**config.mk**
```make
export PLATFORM = sky130hd
export DESIGN_NAME = lph_hash
export DESIGN_NICKNAME = d
export VERILOG_FILES = /design/src/design/lph_pkg.sv /design/src/design/lph_hash.sv
export SDC_FILE = /design/constraint.sdc
export NUM_CORES = 1
export LEC_CHECK = 0
export BUFFER_PORTS_ARGS = -buffer_cell sky130_fd_sc_hd__buf_2
export CAP_MARGIN = 15
export CORE_MARGIN = 4
export CORE_UTILIZATION = 40
export CTS_BUF_LIST = sky130_fd_sc_hd__clkbuf_8
export CTS_CLUSTER_DIAMETER = 100
export DETAILED_ROUTE_END_ITERATION = 8
export PLACE_DENSITY = 0.65
export SYNTH_ARGS = -nofsm -noshare
export SYNTH_HDL_FRONTEND = slang
export SYNTH_SLANG_ARGS = --single-unit
```
**constraint.sdc**
```tcl
create_clock -name clock -period 7 [get_ports clock]
set_input_delay 0 -clock clock [delete_from_list [all_inputs] [get_ports clock]]
set_output_delay 0 -clock clock [all_outputs]
set_load 0.01 [all_outputs]
```
**src/design/lph_pkg.sv**
```systemverilog
// Package for the linear probing hash index.
// Holds the operation, status and controller state codes and the table entry layout.
// It has no dependencies.
package lph_pkg;

   localparam int KEY_W      = 32;
   localparam int HANDLE_W   = 32;
   localparam int OP_W       = 2;
   localparam int STATUS_W   = 3;
   localparam int REQ_DATA_W = 64;
   localparam int RSP_DATA_W = 40;

   localparam logic [KEY_W-1:0] HASH_MULT = 32'h9E37_79B9;

   typedef enum logic [OP_W-1:0] {
      OP_LOOKUP = 2'd0,
      OP_INSERT = 2'd1,
      OP_REMOVE = 2'd2,
      OP_CLEAR  = 2'd3
   } op_type;

   typedef enum logic [STATUS_W-1:0] {
      STATUS_OK       = 3'd0,
      STATUS_MISS     = 3'd1,
      STATUS_DUP      = 3'd2,
      STATUS_FULL     = 3'd3,
      STATUS_MISMATCH = 3'd4
   } status_type;

   typedef enum logic [2:0] {
      S_SWEEP,
      S_IDLE,
      S_HOME,
      S_PROBE,
      S_ERASE_DATA,
      S_ERASE_CMP,
      S_ERASE_END,
      S_REPLY
   } state_type;

   typedef struct packed {
      logic                valid;
      logic [KEY_W-1:0]    key;
      logic [HANDLE_W-1:0] handle;
   } slot_type;

endpackage

```
**src/design/lph_hash.sv**
```systemverilog
// Multiplicative hash that gives the registered home bucket of a key.
// Depends on lph_pkg for the key width and the multiplier constant.
module lph_hash #(
   parameter int AW = 10
) (
   input  logic                      clock,
   input  logic [lph_pkg::KEY_W-1:0] key_i,
   output logic [AW-1:0]             home_o
);

   logic [lph_pkg::KEY_W-1:0] prod;
   logic [AW-1:0]             home_ff;

   assign prod = key_i * lph_pkg::HASH_MULT;

   always_ff @(posedge clock) begin
      home_ff <= prod[lph_pkg::KEY_W-1 -: AW];
   end

   assign home_o = home_ff;

endmodule

```
== Word-level counts from Yosys, hierarchy flattened ==
Index checks and enable logic that the tools add are counted.
Storage, ports and cells
  bits in registers: 10
  bits of input ports: 33
  output and inout port bits: 10
Cells by class
  multiply operators: 1
Operator list (count)
  32-bit by 32-bit multiplier with 32-bit output, second input constant: 1

== Longest topological paths before layout ==
  word-level depth: 1
  mapped depth: 22
  depth with buffers taken out: 22

== Worst setup path after synthesis ==
Ideal clock, no wire load.
  path kind: in2reg
  start point: input key_i[13] in the netlist's numbering
  end point: register home_ff[8], in the netlist home_o[8]
  library setup time: 0.123 ns
  data arrival time: 5.494 ns
  data required time: 6.877 ns
  setup slack: 1.383 ns
  stages: 19
  cell sequence: inv_1 -> fa_1 -> fa_1 -> inv_1 -> fa_1 -> fa_1 -> inv_1 -> fa_1 -> inv_1 -> fa_1 -> fa_1 -> fa_1 -> ha_1 -> a21o_1 -> a221oi_1 -> o21ai_0 -> a31oi_1 -> o21ai_1 -> xor2_1
Between the ends
  cells in the longest elaborated chain, start to end: 1
Ends and longest elaborated chain
  start: declaration: RTL line lph_hash.sv:7  | input logic [lph_pkg::KEY_W-1:0] key_i,
  32-bit by 32-bit multiplier with 32-bit output: RTL line lph_hash.sv:14  | assign prod = key_i * lph_pkg::HASH_MULT;
  named net prod, one bit: RTL line lph_hash.sv:11  | logic [lph_pkg::KEY_W-1:0] prod;
  end signal: assignment: RTL line lph_hash.sv:17  | home_ff <= prod[lph_pkg::KEY_W-1 -: AW];
  end: declaration: RTL line lph_hash.sv:12  | logic [AW-1:0] home_ff;
The timed path passes the listed nets, and every way through them passes these cells.

== Worst setup path in the final report ==
  start point: input key_i[9] in the netlist's numbering
  end point: register home_ff[9], in the netlist home_o[9]
Same word-level chain as after synthesis.

==> results.md <==
* CTS tree: yes
* Mapped Cells at 855
* Yosys Warn Count at 0
* Setup crit end: home_o[9]$_DFF_P_
* Final core occ at 0.434
* Drc violations at 0
* Final period util at 0.886
* # hold bufs at CTS at 0
* Vias per inst at 4.89
* Final setup vio count at 0
* Slew of the pin with the lowest slew margin at 0.521 ns
* Hold Slack at 0.656 ns
* Mapped cell area at 9210 um^2
* Status: complete, no violations
* Std cell rows at 55
* Iter 0 DRT Violations at 300
* Total core area at 22,600 um^2
* Final worst path period need at 6.21 ns
* Final GP Congestion at 0.939
* CTS root buf: clkbuf_8
* Hold path start: home_o[5]$_DFF_P_
* Worst Path Arrival at 6.32 ns
* Final ANT Viol Nets at 0
* Max-slew violations at 0
* Syn_area_per_cell at 10.8 um^2
* Vias at 5,800
* CP Class: primary input to register
* TritonRoute pass-1 iters at 4
* Largest net degree at the start of global routing at 11
* Starting density of the core at 0.407
* Initial antenna violation count at 0
* Multi-input combinational cell area at 7930 um^2
* Area of the die at 25,500 um^2
* Global Route Usage Sum at 0.184
* Final TNS setup at 0 ns
* Vias in the first global route at 6,723
* Register area share after synthesis at 0.0217
* Data required time at the worst endpoint at 7.11 ns
* Crit path launch type: primary input
* I/O Buffers at 42
* Unrepaired setup endpoints after global routing: false
* Cts bufs inserted at 3
* Critical Path Fanout Max at 6
* First-pass GRT wire length at 36,500 um
* Total routed wirelength at 21,900 um
* Postcts setup bufs at 0
* Layout fillers at 2,168
* Post-synth EDFFs at 0
* P&R area growth vs syn at 6.78%
* WL/cell at 18.5 um
* #FFs+latches synth at 10
* Hold WC Path Type: register to primary output
* Crit end category: register
* FMAX at 0.161 GHz
* Global route overflow at 0
* Die width at 160 um
* Ys flop type: dfxtp_1
* Max FFs per register at 10
* CTS sink count at 10
* Area occupied by registers at 200 um^2
* Ports at 43
* CTS H-tree lvls at 1
* Worst-path clk slew at 0.05 ns
* CTS resizes at 0
* Die Y at 160 um
* Diodes inserted at 0
* Slew HR at 0.651
* Post-Layout Cell Count at 1,186
* Layout cells sized above 1 at 0.0533
* Asr flop ratio synth at 0
* Clock Tree Buf Depth at 2
* Post-DP HPWL at 20,800 um
* Cell variety after synth at 28
* Max Cap Viol at 0
* Final layout net count at 1,363
* Hold Vio Cnt, Final at 0
* Syn nets at 1,316
* Placed Cells incl. Taps at 1,182
* Critical Path Start: key_i[9]
==> per-layer routing <==
metal / global-route usage / wire length, um
met3: 0.0227 / 1140
met5: 0 / 0
met2: 0.295 / 9910
met4: 0.0300 / 425
met1: 0.275 / 10400
==> stage by stage <==
stage	instance area, um^2	setup WS (ns)
2_1_floorplan	9210	1.38
3_3_place_gp	9780	0.529
3_5_place_dp	9780	0.542
4_1_cts	9830	0.773
5_1_grt	9830	0.471
6_report	9830	0.795
==> final cells by class <==
type,count,area share
clock buffer,4,0.00560
inverter,286,0.109
multi-input combinational,558,0.806
sequential,10,0.0204
tap,285,0.0363
timing repair buffer,43,0.0221
==> how the worst min path moves through the flow <==
stage               slack, ns        end  depth (start not counted)
global placement         0.41  home_o[3]                          1
detailed placement       0.40  home_o[8]                          1
finish                   0.66  home_o[5]                          1
CTS                      0.66  home_o[5]                          1
floorplan                0.30  home_o[0]                          0
global route             0.68  home_o[8]                          1
==> layout by cell type (no fill, tap or decap), types with 2 or more instances in the layout <==
| master | instances |
|---|---|
| xor2_1 | 9 |
| a211oi_1 | 2 |
| o21ai_1 | 2 |
| a21oi_1 | 20 |
| a21o_1 | 3 |
| buf_2 | 42 |
| o21ai_0 | 9 |
| fa_1 | 228 |
| o211ai_1 | 3 |
| nor3_1 | 3 |
| xnor2_1 | 39 |
| clkbuf_8 | 4 |
| nand4_1 | 4 |
| nor2_1 | 5 |
| nand3_1 | 6 |
| nand2_1 | 11 |
| dfxtp_1 | 10 |
| inv_1 | 286 |
| a31oi_1 | 5 |
| ha_1 | 200 |
==> critical path, cell delays in order <==
cell	delay (ns)
buf_2	0.19
inv_1	0.21
fa_1	0.59
fa_1	0.46
fa_1	0.55
inv_1	0.05
fa_1	0.45
fa_1	0.48
fa_1	0.56
fa_1	0.42
fa_1	0.44
ha_1	0.40
nand3_1	0.19
nor3_1	0.41
o211ai_1	0.26
nand3_1	0.21
a31oi_1	0.15
o21ai_1	0.19
xnor2_1	0.09
==> synth_stat cells (2+ instances only) <==
cell type / instances / area [um^2]
a211oi_1: 2 / 15.0
o211ai_1: 3 / 22.5
nand4_1: 4 / 25.0
xor2_1: 9 / 78.8
o21ai_1: 2 / 10.0
nand2_1: 11 / 41.3
a21oi_1: 20 / 100
nand3_1: 6 / 30.0
inv_1: 286 / 1070
nor2_1: 5 / 18.8
dfxtp_1: 10 / 200
ha_1: 200 / 2500
nor3_1: 3 / 15.0
fa_1: 228 / 4560
o21ai_0: 9 / 45.0
a31oi_1: 5 / 31.3
xnor2_1: 39 / 342
a21o_1: 3 / 22.5
==> kinds of logic after synthesis <==
family | count (synthesis) | synth area share
XOR/XNOR | 48 | 0.0456
AND/OR/NAND/NOR | 33 | 0.0171
flip-flops | 10 | 0.0217
buffers and inverters | 287 | 0.117
adder cells (fa/ha/maj) | 428 | 0.767
AO/OA/AOI/OAI | 49 | 0.0311
Power is left out: the tool's default activity adds up to more than one toggle a clock period on the data nets, which glitch-free logic cannot reach.
