<file path="config.mk">
export PLATFORM = sky130hd
export DESIGN_NAME = lph_ctrl
export DESIGN_NICKNAME = d
export VERILOG_FILES = /design/src/design/lph_pkg.sv /design/src/design/lph_ctrl.sv
export SDC_FILE = /design/constraint.sdc
export NUM_CORES = 1
export LEC_CHECK = 0
export BUFFER_PORTS_ARGS = -buffer_cell sky130_fd_sc_hd__clkbuf_2
export CAP_MARGIN = 30
export CORE_MARGIN = 2
export CORE_UTILIZATION = 54
export DETAILED_ROUTE_END_ITERATION = 6
export GPL_TIMING_DRIVEN = 0
export HOLD_SLACK_MARGIN = 0.12
export PLACE_DENSITY_LB_ADDON = 0.3
export SLEW_MARGIN = 30
export SYNTH_ARGS = -nofsm -noshare
export SYNTH_HDL_FRONTEND = slang
export SYNTH_SLANG_ARGS = --single-unit
</file>
<file path="constraint.sdc">
create_clock -name clock -period 6.2 [get_ports clock]
set_input_delay 1.24 -clock clock [delete_from_list [all_inputs] [get_ports clock]]
set_output_delay 1.24 -clock clock [all_outputs]
set_load 0.05 [all_outputs]
</file>
<file path="src/design/lph_pkg.sv">
// Package for the linear probing hash index.
// Holds the operation, status and controller state codes and the table entry layout.
// It has no dependencies.
package lph_pkg;

   localparam int KEY_W      = 32;
   localparam int HANDLE_W   = 32;
   localparam int OP_W       = 2;
   localparam int STATUS_W   = 3;
   localparam int REQ_DATA_W = 64;
   localparam int RSP_DATA_W = 40;

   localparam logic [KEY_W-1:0] HASH_MULT = 32'h9E37_79B9;

   typedef enum logic [OP_W-1:0] {
      OP_LOOKUP = 2'd0,
      OP_INSERT = 2'd1,
      OP_REMOVE = 2'd2,
      OP_CLEAR  = 2'd3
   } op_type;

   typedef enum logic [STATUS_W-1:0] {
      STATUS_OK       = 3'd0,
      STATUS_MISS     = 3'd1,
      STATUS_DUP      = 3'd2,
      STATUS_FULL     = 3'd3,
      STATUS_MISMATCH = 3'd4
   } status_type;

   typedef enum logic [2:0] {
      S_SWEEP,
      S_IDLE,
      S_HOME,
      S_PROBE,
      S_ERASE_DATA,
      S_ERASE_CMP,
      S_ERASE_END,
      S_REPLY
   } state_type;

   typedef struct packed {
      logic                valid;
      logic [KEY_W-1:0]    key;
      logic [HANDLE_W-1:0] handle;
   } slot_type;

endpackage

</file>
<file path="src/design/lph_ctrl.sv">
// Controller of the hash index: probe walk, insert, backward-shift removal and sweep.
// Depends on lph_pkg; drives the table RAM and the hash unit from the top level.
module lph_ctrl #(
   parameter int SLOTS = 1024
) (
   input  logic                           clock,
   input  logic                           reset,
   input  logic                           req_tvalid,
   output logic                           req_tready,
   input  lph_pkg::op_type                req_op,
   input  logic [lph_pkg::KEY_W-1:0]      req_key,
   input  logic [lph_pkg::HANDLE_W-1:0]   req_handle,
   output logic                           rsp_tvalid,
   input  logic                           rsp_tready,
   output lph_pkg::status_type            rsp_status,
   output logic [lph_pkg::HANDLE_W-1:0]   rsp_handle,
   output logic                           ram_we,
   output logic [$clog2(SLOTS)-1:0]       ram_waddr,
   output lph_pkg::slot_type              ram_wdata,
   output logic [$clog2(SLOTS)-1:0]       ram_raddr,
   input  lph_pkg::slot_type              ram_rdata,
   output logic [lph_pkg::KEY_W-1:0]      hash_key,
   input  logic [$clog2(SLOTS)-1:0]       hash_home
);

   localparam int AW    = $clog2(SLOTS);
   localparam int CW    = AW + 1;
   localparam int LIMIT = SLOTS * 3 / 4;
   localparam logic [AW-1:0] LAST = AW'(SLOTS - 1);

   lph_pkg::state_type            state_ff, state_in;
   lph_pkg::op_type               op_ff, op_in;
   logic [lph_pkg::KEY_W-1:0]     key_ff, key_in;
   logic [lph_pkg::HANDLE_W-1:0]  handle_ff, handle_in;
   logic [AW-1:0]                 cur_ff, cur_in;
   logic [AW-1:0]                 hole_ff, hole_in;
   logic [AW-1:0]                 steps_ff, steps_in;
   logic [CW-1:0]                 count_ff, count_in;
   lph_pkg::slot_type             move_ff, move_in;
   logic                          sweep_reply_ff, sweep_reply_in;
   lph_pkg::status_type           res_status_ff, res_status_in;
   logic [lph_pkg::HANDLE_W-1:0]  res_handle_ff, res_handle_in;
   logic                          rsp_valid_ff, rsp_valid_in;
   lph_pkg::status_type           rsp_status_ff, rsp_status_in;
   logic [lph_pkg::HANDLE_W-1:0]  rsp_handle_ff, rsp_handle_in;

   logic          hit;
   logic          empty;
   logic          stay;
   logic [AW-1:0] cur_next;

   assign hit      = ram_rdata.valid && (ram_rdata.key == key_ff);
   assign empty    = !ram_rdata.valid;
   assign cur_next = cur_ff + AW'(1);

   // An entry whose home lies between the hole and its own slot, in ring order, keeps its place.
   always_comb begin
      if (hole_ff <= cur_ff) begin
         stay = (hole_ff < hash_home) && (hash_home <= cur_ff);
      end else begin
         stay = (hole_ff < hash_home) || (hash_home <= cur_ff);
      end
   end

   always_ff @(posedge clock) begin
      if (reset) begin
         state_ff       <= lph_pkg::S_SWEEP;
         cur_ff         <= '0;
         count_ff       <= '0;
         sweep_reply_ff <= 1'b0;
         rsp_valid_ff   <= 1'b0;
      end else begin
         state_ff       <= state_in;
         cur_ff         <= cur_in;
         count_ff       <= count_in;
         sweep_reply_ff <= sweep_reply_in;
         rsp_valid_ff   <= rsp_valid_in;
      end
   end

   always_ff @(posedge clock) begin
      op_ff         <= op_in;
      key_ff        <= key_in;
      handle_ff     <= handle_in;
      hole_ff       <= hole_in;
      steps_ff      <= steps_in;
      move_ff       <= move_in;
      res_status_ff <= res_status_in;
      res_handle_ff <= res_handle_in;
      rsp_status_ff <= rsp_status_in;
      rsp_handle_ff <= rsp_handle_in;
   end

   always_comb begin
      state_in       = state_ff;
      op_in          = op_ff;
      key_in         = key_ff;
      handle_in      = handle_ff;
      cur_in         = cur_ff;
      hole_in        = hole_ff;
      steps_in       = steps_ff;
      count_in       = count_ff;
      move_in        = move_ff;
      sweep_reply_in = sweep_reply_ff;
      res_status_in  = res_status_ff;
      res_handle_in  = res_handle_ff;
      rsp_valid_in   = rsp_valid_ff && !rsp_tready;
      rsp_status_in  = rsp_status_ff;
      rsp_handle_in  = rsp_handle_ff;
      req_tready     = 1'b0;
      ram_we         = 1'b0;
      ram_waddr      = hole_ff;
      ram_wdata      = '0;
      ram_raddr      = cur_ff;
      hash_key       = req_key;

      case (state_ff)
         lph_pkg::S_SWEEP: begin
            ram_we    = 1'b1;
            ram_waddr = cur_ff;
            count_in  = '0;
            cur_in    = cur_next;
            if (cur_ff == LAST) begin
               if (sweep_reply_ff) begin
                  res_status_in = lph_pkg::STATUS_OK;
                  res_handle_in = '0;
                  state_in      = lph_pkg::S_REPLY;
               end else begin
                  state_in = lph_pkg::S_IDLE;
               end
            end
         end
         lph_pkg::S_IDLE: begin
            req_tready = 1'b1;
            if (req_tvalid) begin
               op_in     = req_op;
               key_in    = req_key;
               handle_in = req_handle;
               if (req_op == lph_pkg::OP_CLEAR) begin
                  cur_in         = '0;
                  sweep_reply_in = 1'b1;
                  state_in       = lph_pkg::S_SWEEP;
               end else begin
                  state_in = lph_pkg::S_HOME;
               end
            end
         end
         lph_pkg::S_HOME: begin
            ram_raddr = hash_home;
            cur_in    = hash_home;
            steps_in  = '0;
            state_in  = lph_pkg::S_PROBE;
         end
         lph_pkg::S_PROBE: begin
            res_handle_in = '0;
            if (hit || empty || (steps_ff == LAST)) begin
               state_in = lph_pkg::S_REPLY;
               case (op_ff)
                  lph_pkg::OP_LOOKUP: begin
                     if (hit) begin
                        res_status_in = lph_pkg::STATUS_OK;
                        res_handle_in = ram_rdata.handle;
                     end else begin
                        res_status_in = lph_pkg::STATUS_MISS;
                     end
                  end
                  lph_pkg::OP_INSERT: begin
                     if (hit) begin
                        res_status_in = lph_pkg::STATUS_DUP;
                     end else if ((count_ff >= CW'(LIMIT)) || !empty) begin
                        res_status_in = lph_pkg::STATUS_FULL;
                     end else begin
                        ram_we           = 1'b1;
                        ram_waddr        = cur_ff;
                        ram_wdata.valid  = 1'b1;
                        ram_wdata.key    = key_ff;
                        ram_wdata.handle = handle_ff;
                        count_in         = count_ff + CW'(1);
                        res_status_in    = lph_pkg::STATUS_OK;
                     end
                  end
                  lph_pkg::OP_REMOVE: begin
                     if (!hit) begin
                        res_status_in = lph_pkg::STATUS_MISS;
                     end else if (ram_rdata.handle != handle_ff) begin
                        res_status_in = lph_pkg::STATUS_MISMATCH;
                     end else begin
                        hole_in   = cur_ff;
                        ram_raddr = cur_next;
                        cur_in    = cur_next;
                        steps_in  = '0;
                        state_in  = lph_pkg::S_ERASE_DATA;
                     end
                  end
                  default: begin
                     res_status_in = lph_pkg::STATUS_OK;
                  end
               endcase
            end else begin
               ram_raddr = cur_next;
               cur_in    = cur_next;
               steps_in  = steps_ff + AW'(1);
            end
         end
         lph_pkg::S_ERASE_DATA: begin
            move_in  = ram_rdata;
            hash_key = ram_rdata.key;
            if (empty) begin
               state_in = lph_pkg::S_ERASE_END;
            end else begin
               state_in = lph_pkg::S_ERASE_CMP;
            end
         end
         lph_pkg::S_ERASE_CMP: begin
            if (!stay) begin
               ram_we    = 1'b1;
               ram_waddr = hole_ff;
               ram_wdata = move_ff;
               hole_in   = cur_ff;
            end
            if (steps_ff == LAST) begin
               state_in = lph_pkg::S_ERASE_END;
            end else begin
               ram_raddr = cur_next;
               cur_in    = cur_next;
               steps_in  = steps_ff + AW'(1);
               state_in  = lph_pkg::S_ERASE_DATA;
            end
         end
         lph_pkg::S_ERASE_END: begin
            ram_we    = 1'b1;
            ram_waddr = hole_ff;
            if (count_ff != '0) begin
               count_in = count_ff - CW'(1);
            end
            res_status_in = lph_pkg::STATUS_OK;
            res_handle_in = '0;
            state_in      = lph_pkg::S_REPLY;
         end
         lph_pkg::S_REPLY: begin
            if (!rsp_valid_ff || rsp_tready) begin
               rsp_valid_in  = 1'b1;
               rsp_status_in = res_status_ff;
               rsp_handle_in = res_handle_ff;
               state_in      = lph_pkg::S_IDLE;
            end
         end
         default: begin
            state_in = lph_pkg::S_IDLE;
         end
      endcase
   end

   assign rsp_tvalid = rsp_valid_ff;
   assign rsp_status = rsp_status_ff;
   assign rsp_handle = rsp_handle_ff;

endmodule

</file>
Yosys cells after proc, flatten, opt, wreduce, memory -nomap -nowiden
Cells that the tools add are included.
{"block": "word_totals", "reg_bits": 247, "out_inout_bits": 155, "elab_cells": 164, "input_bits": 145}
{"block": "op_classes", "n_lt_le_gt_ge": 4, "n_eq_ne": 33, "addsub": 4, "mux": 77, "reduce_logical": 29}
{"operator": "two-way mux 65 bit", "n": 5}
{"operator": "two-way mux 10 bit", "n": 21}
{"operator": "two-way mux 32 bit", "n": 6}
{"operator": "one-hot mux 65 bit (2 select lines)", "n": 1}
{"operator": "one-hot mux 32 bit (3 select lines)", "n": 1}
{"operator": "one-hot mux 10 bit (3 select lines)", "n": 2}
{"operator": "two-way mux 11 bit", "n": 5}
{"operator": "one-hot mux 10 bit (5 select lines)", "n": 1}
{"operator": "one-hot mux 10 bit (2 select lines)", "n": 2}
{"operator": "one-hot mux 11 bit (3 select lines)", "n": 1}
{"operator": "== test 32 bit", "n": 1}
{"operator": "inequality test 32 bit", "n": 1}
{"operator": "two-way mux 3 bit", "n": 10}
{"operator": "inequality test 2 bit, second input constant", "n": 13}
{"operator": "one-hot mux 3 bit (8 select lines)", "n": 1}
{"operator": "adder 10 x 1 -> 10 bit, second input constant", "n": 2}
{"operator": "== test 10 bit, second input constant", "n": 2}
{"operator": "<= comparator 10 bit", "n": 2}
{"operator": "one-hot mux 3 bit (3 select lines)", "n": 2}
{"operator": "two-way mux 2 bit", "n": 8}
{"operator": "== test 3 bit, second input constant", "n": 4}
{"operator": "AND reduction 6 bit", "n": 2}
{"operator": "adder 11 x 1 -> 11 bit, second input constant", "n": 1}
{"operator": ">= comparator 11 x 10 -> 1 bit, second input constant", "n": 1}
{"operator": "26 further kinds", "n": 52}

Depth between registers and ports, before layout
{"block": "logic_depth", "word_depth": 7, "mapped_depth": 12, "ltp_nobuf": 10}

Worst setup path after synthesis
Ideal clock, no wire load.
{"block": "synth_path", "kind": "input-to-output", "start": "input port ram_rdata[19] (netlist bit)", "end": "output port ram_raddr[8]", "stages": 8, "arrival_ns": 3.419, "t_required_ns": 4.960, "n_path_buf": 1, "setup_slack_ns": 1.541, "cell_sequence": "xor2_1 > nor4_1 > nand4_1 > nor4_4 > a21o_2 > buf_6 > a31oi_1 > a21oi_1"}
{"block": "synth_between", "elab_chain_len": 6}
{"item": "start, declared", "line_no": "lph_ctrl.sv:21", "text": "input lph_pkg::slot_type ram_rdata,"}
{"item": "inequality test 32 bit", "line_no": "lph_ctrl.sv:185", "text": "end else if (ram_rdata.handle != handle_ff) begin"}
{"item": "two-way mux 10 bit", "line_no": "lph_ctrl.sv:185"}
{"item": "two-way mux 10 bit", "line_no": "lph_ctrl.sv:183", "text": "if (!hit) begin"}
{"item": "two-way mux 10 bit", "line_no": "lph_ctrl.sv:158", "text": "case (op_ff)"}
{"item": "two-way mux 10 bit", "line_no": "lph_ctrl.sv:156", "text": "if (hit || empty || (steps_ff == LAST)) begin"}
{"item": "one-hot mux 10 bit (3 select lines)", "line_no": "lph_ctrl.sv:117", "text": "case (state_ff)"}
{"item": "end, declared", "line_no": "lph_ctrl.sv:20", "text": "output logic [$clog2(SLOTS)-1:0] ram_raddr,"}
Every way passes these cells.

==> flow_metrics.tcl <==
set metrics [dict create \
    synthSimpleGateAreaFrac_pct 11.7 \
    synth_cell_type_count 77 \
    p_sw_uw 1960 \
    grt_usage_pct 28.8 \
    cp_data_required_time_ps 4960 \
    swShare_pct 37.2 \
    io_buffers 299 \
    fin_ws_ps 479 \
    muxShareOfSynthArea_pct 3.30 \
    hold_path.class "reg -> reg" \
    coreArea_sq_um 22000 \
    cts_tree "done" \
    pwr-share-comb_pct 32.4 \
    cts_setup_buffers 0 \
    dr.pass1.iters 5 \
    rsz0062_at_grt "false" \
    clock_latency_ps 540 \
    synth.area.top_cells "edfxtp_1 55%, a22o_1 4.5%, dfxtp_1 4.3%" \
    wl_per_cell_microns 22.2 \
    intPower_uw 3310 \
    syn_nets 1142 \
    finalSetupViolCount 0 \
    seq_area_frac_synth_pct 58.9 \
    dp_hpwl_mm 25.9 \
    ios 300 \
    post_cts_resized 0 \
    yosysTopAreaCellShare_pct 54.6 \
    holdWs_ps 416 \
    synth-xor-area-share_pct 5.76 \
    detail-route-antenna-nets 0 \
    synth-seq-cells 247 \
    p_per_area_nw_per_um2 352 \
    cts_hold_buffers 0 \
    finalWirelength_mm 35.2 \
    synth_adder_area_share_pct 4.28 \
    antenna_found_initial 0 \
    area_delta_synth_final_pct 22.9 \
    cts_buffers 26 \
    arrival_ps 4480 \
    synth.most_common_cell "edfxtp_1" \
    via_count 9469 \
    grt_pass1_wl_mm 52.5 \
    place.gp.congestion 0.898 \
    dpl-instance-area_sq_um 14200 \
    finalSetupTns_ps 0 \
    synth_compound_area_share_pct 13.3 \
    yosysWarnings 0 \
    finalClockSkew_ps 9.90 \
    drcViolationCount 0 \
    synth_edf_count 221 \
    final_nets 1474 \
    cp_max_fo 10 \
    drive_above_1_share_pct 31.8 \
    initial_core_util_pct 55.4 \
    num-fill-cells 1598 \
    status "complete, no violations" \
    grt_max_degree 62 \
    finalCritPeriodShare_pct 92.3 \
    cts.clk_slew.worst_paths_ps 70 \
    viasPerCell 5.97 \
    clk_path_buf_depth 3 \
    die_y_microns 154 \
    p_leak_uw 0.00596 \
    grt_pass1_vias 9349 \
    die_x_microns 154 \
    ys.flop_type "edfxtp_1" \
    syn_avg_cell_area_sq_um 12.7 \
    cap_violations 0 \
    fp.dieArea_sq_um 23700 \
    post-place-ws_ps 600 \
    ys_top_cells_by_count "221 x edfxtp_1, 63 x a22o_1, 55 x nor2_1" \
    antennaDiodeCount 0 \
    min_period_ps 5720 \
    seqPwrFrac_pct 40.0 \
    slew_headroom_pct 36.4 \
    clockRootBuffer "clkbuf_16" \
    syn_area_sq_um 12200 \
    clock.fmax_mhz 175 \
    crit_path_end_kind "output pin" \
    fin_area_sq_um 14900 \
    clockPowerShare_pct 27.6 \
    maxSlewViolCount 0 \
    vdd_drop_max_uv 259 \
    finalHoldViolCount 0 \
    drt_iter0_markers 732 \
    synthCells 956 \
    synth_area_leader_cell "edfxtp_1" \
    worst_slew_pin_slew_ps 953 \
    h-tree-depth 1 \
    clock_sinks 247 \
    synth_top_family_by_area "compound AO/OA/AOI/OAI gates" \
    async_flop_share_pct 0 \
    rows 54 \
    crit_path_start_kind "register" \
    path_class "reg -> out" \
    grt_remaining_overflow 0 \
]
## metal layers
layer / wire length [microns] / up-vias / GRT usage [%] / share of wire (%)
li1: - / 4348 / - / -
met1: 14200 / 4604 / 37.7 / 40
met5: 0 / - / 0 / 0
met4: 970 / 0 / 8.59 / 2.8
met3: 2960 / 74 / 5.52 / 8.4
met2: 17100 / 443 / 48.9 / 49
## power by group through the flow
stage | sequential [uW] | clock [uW] | combinational [uW]
global route | 2120 | 1530 | 1810
finish | 2110 | 1450 | 1700
global placement | 2150 | 0 | 1620
detailed placement | 2140 | 0 | 1680
CTS | 2110 | 1470 | 1690
floorplan | 2120 | 0 | 1190
## worst max-delay path, cell delays in order, from the launching register on
cell and delay, ps:
dfxtp_1 390, clkbuf_1 360, inv_1 240, ha_1 350, nand4_1 110, or3_1 390, o21ai_0 80, o21ai_0 120
nor2b_1 150, o21ai_1 320, clkbuf_1 690, a22o_1 400, clkbuf_2 330
## final cells by class
type,count,area (sq um),area share [%]
buffer,44,224,1.50
clock buffer,35,684,4.58
clock inverter,12,95.1,0.636
inverter,33,124,0.829
multi-input combinational,632,4690,31.4
sequential,247,7160,47.9
tap,280,350,2.34
timing repair buffer,304,1610,10.8
## cell families (layout without fill, tap and decap cells)
kind of cell               count (synthesis)  in the layout
and+or+nand+nor                          260            260
DFF                                      247            247
buffers and inverters                     77            428
muxes                                     36             36
AOI/OAI and AO/OA                        215            215
xor gates and xnor gates                  80             80
adders and majority gates                 41             41
## registers in the layout, indices dropped and copies added (netlist names)
register	flops
key_ff	32
rsp_handle	32
state_ff	3
sweep_reply_ff	1
res_handle_ff	32
steps_ff	10
hole_ff	10
handle_ff	32
move_ff	65
rsp_tvalid	1
res_status_ff	3
op_ff	2
rsp_status	3
count_ff	11
cur_ff	10
## stage by stage
stage,std cells,utilization (%),power [uW]
floorplan,956,-,3320
global placement,1535,63.8,3770
detailed placement,1540,64.5,3820
CTS,1587,68.0,5270
global route,1587,68.0,5460
finish,1587,68.0,5260
## cells in the final DEF, fill, tap and decap left out, types with 4 or more instances in the layout
cell and count:
o21ai_0 34, inv_1 32, xor2_1 38, nor3_1 15, and4_1 6, a22oi_1 8
and3_1 5, nor2_1 54, nand2b_1 4, a31oi_1 11, edfxtp_1 221, buf_2 9
and2_1 38, a21o_1 10, mux2_2 33, a22o_1 63, a221oi_1 8, clkinv_2 6
a211oi_1 9, xnor2_1 42, nand4_1 17, dfxtp_1 26, clkinv_1 4, o31ai_1 5
or3_1 4, o211ai_1 4, nor2b_1 5, ha_1 40, clkbuf_2 303, clkbuf_1 31
nand3_1 28, a21oi_1 24, a21boi_0 4, nor4_1 11, nand3b_1 4, nand2_1 50
clkbuf_16 26, a41oi_1 6
## final timing paths
path | endpoint | cells past startpoint | slack [ps] | from
max | ram_wdata[56] | 12 | 480 | cur_ff[3]$_SDFFE_PP0P_
min | rsp_handle[4]$_DFFE_PP_ | 0 | 420 | res_handle_ff[4]$_SDFFCE_PN0P_
max reg2reg | hole_ff[5]$_DFFE_PP_ | 12 | 2110 | cur_ff[3]$_SDFFE_PP0P_
min reg2reg | rsp_handle[4]$_DFFE_PP_ | 0 | 420 | res_handle_ff[4]$_SDFFCE_PN0P_
(Power assumes the default switching activity.)
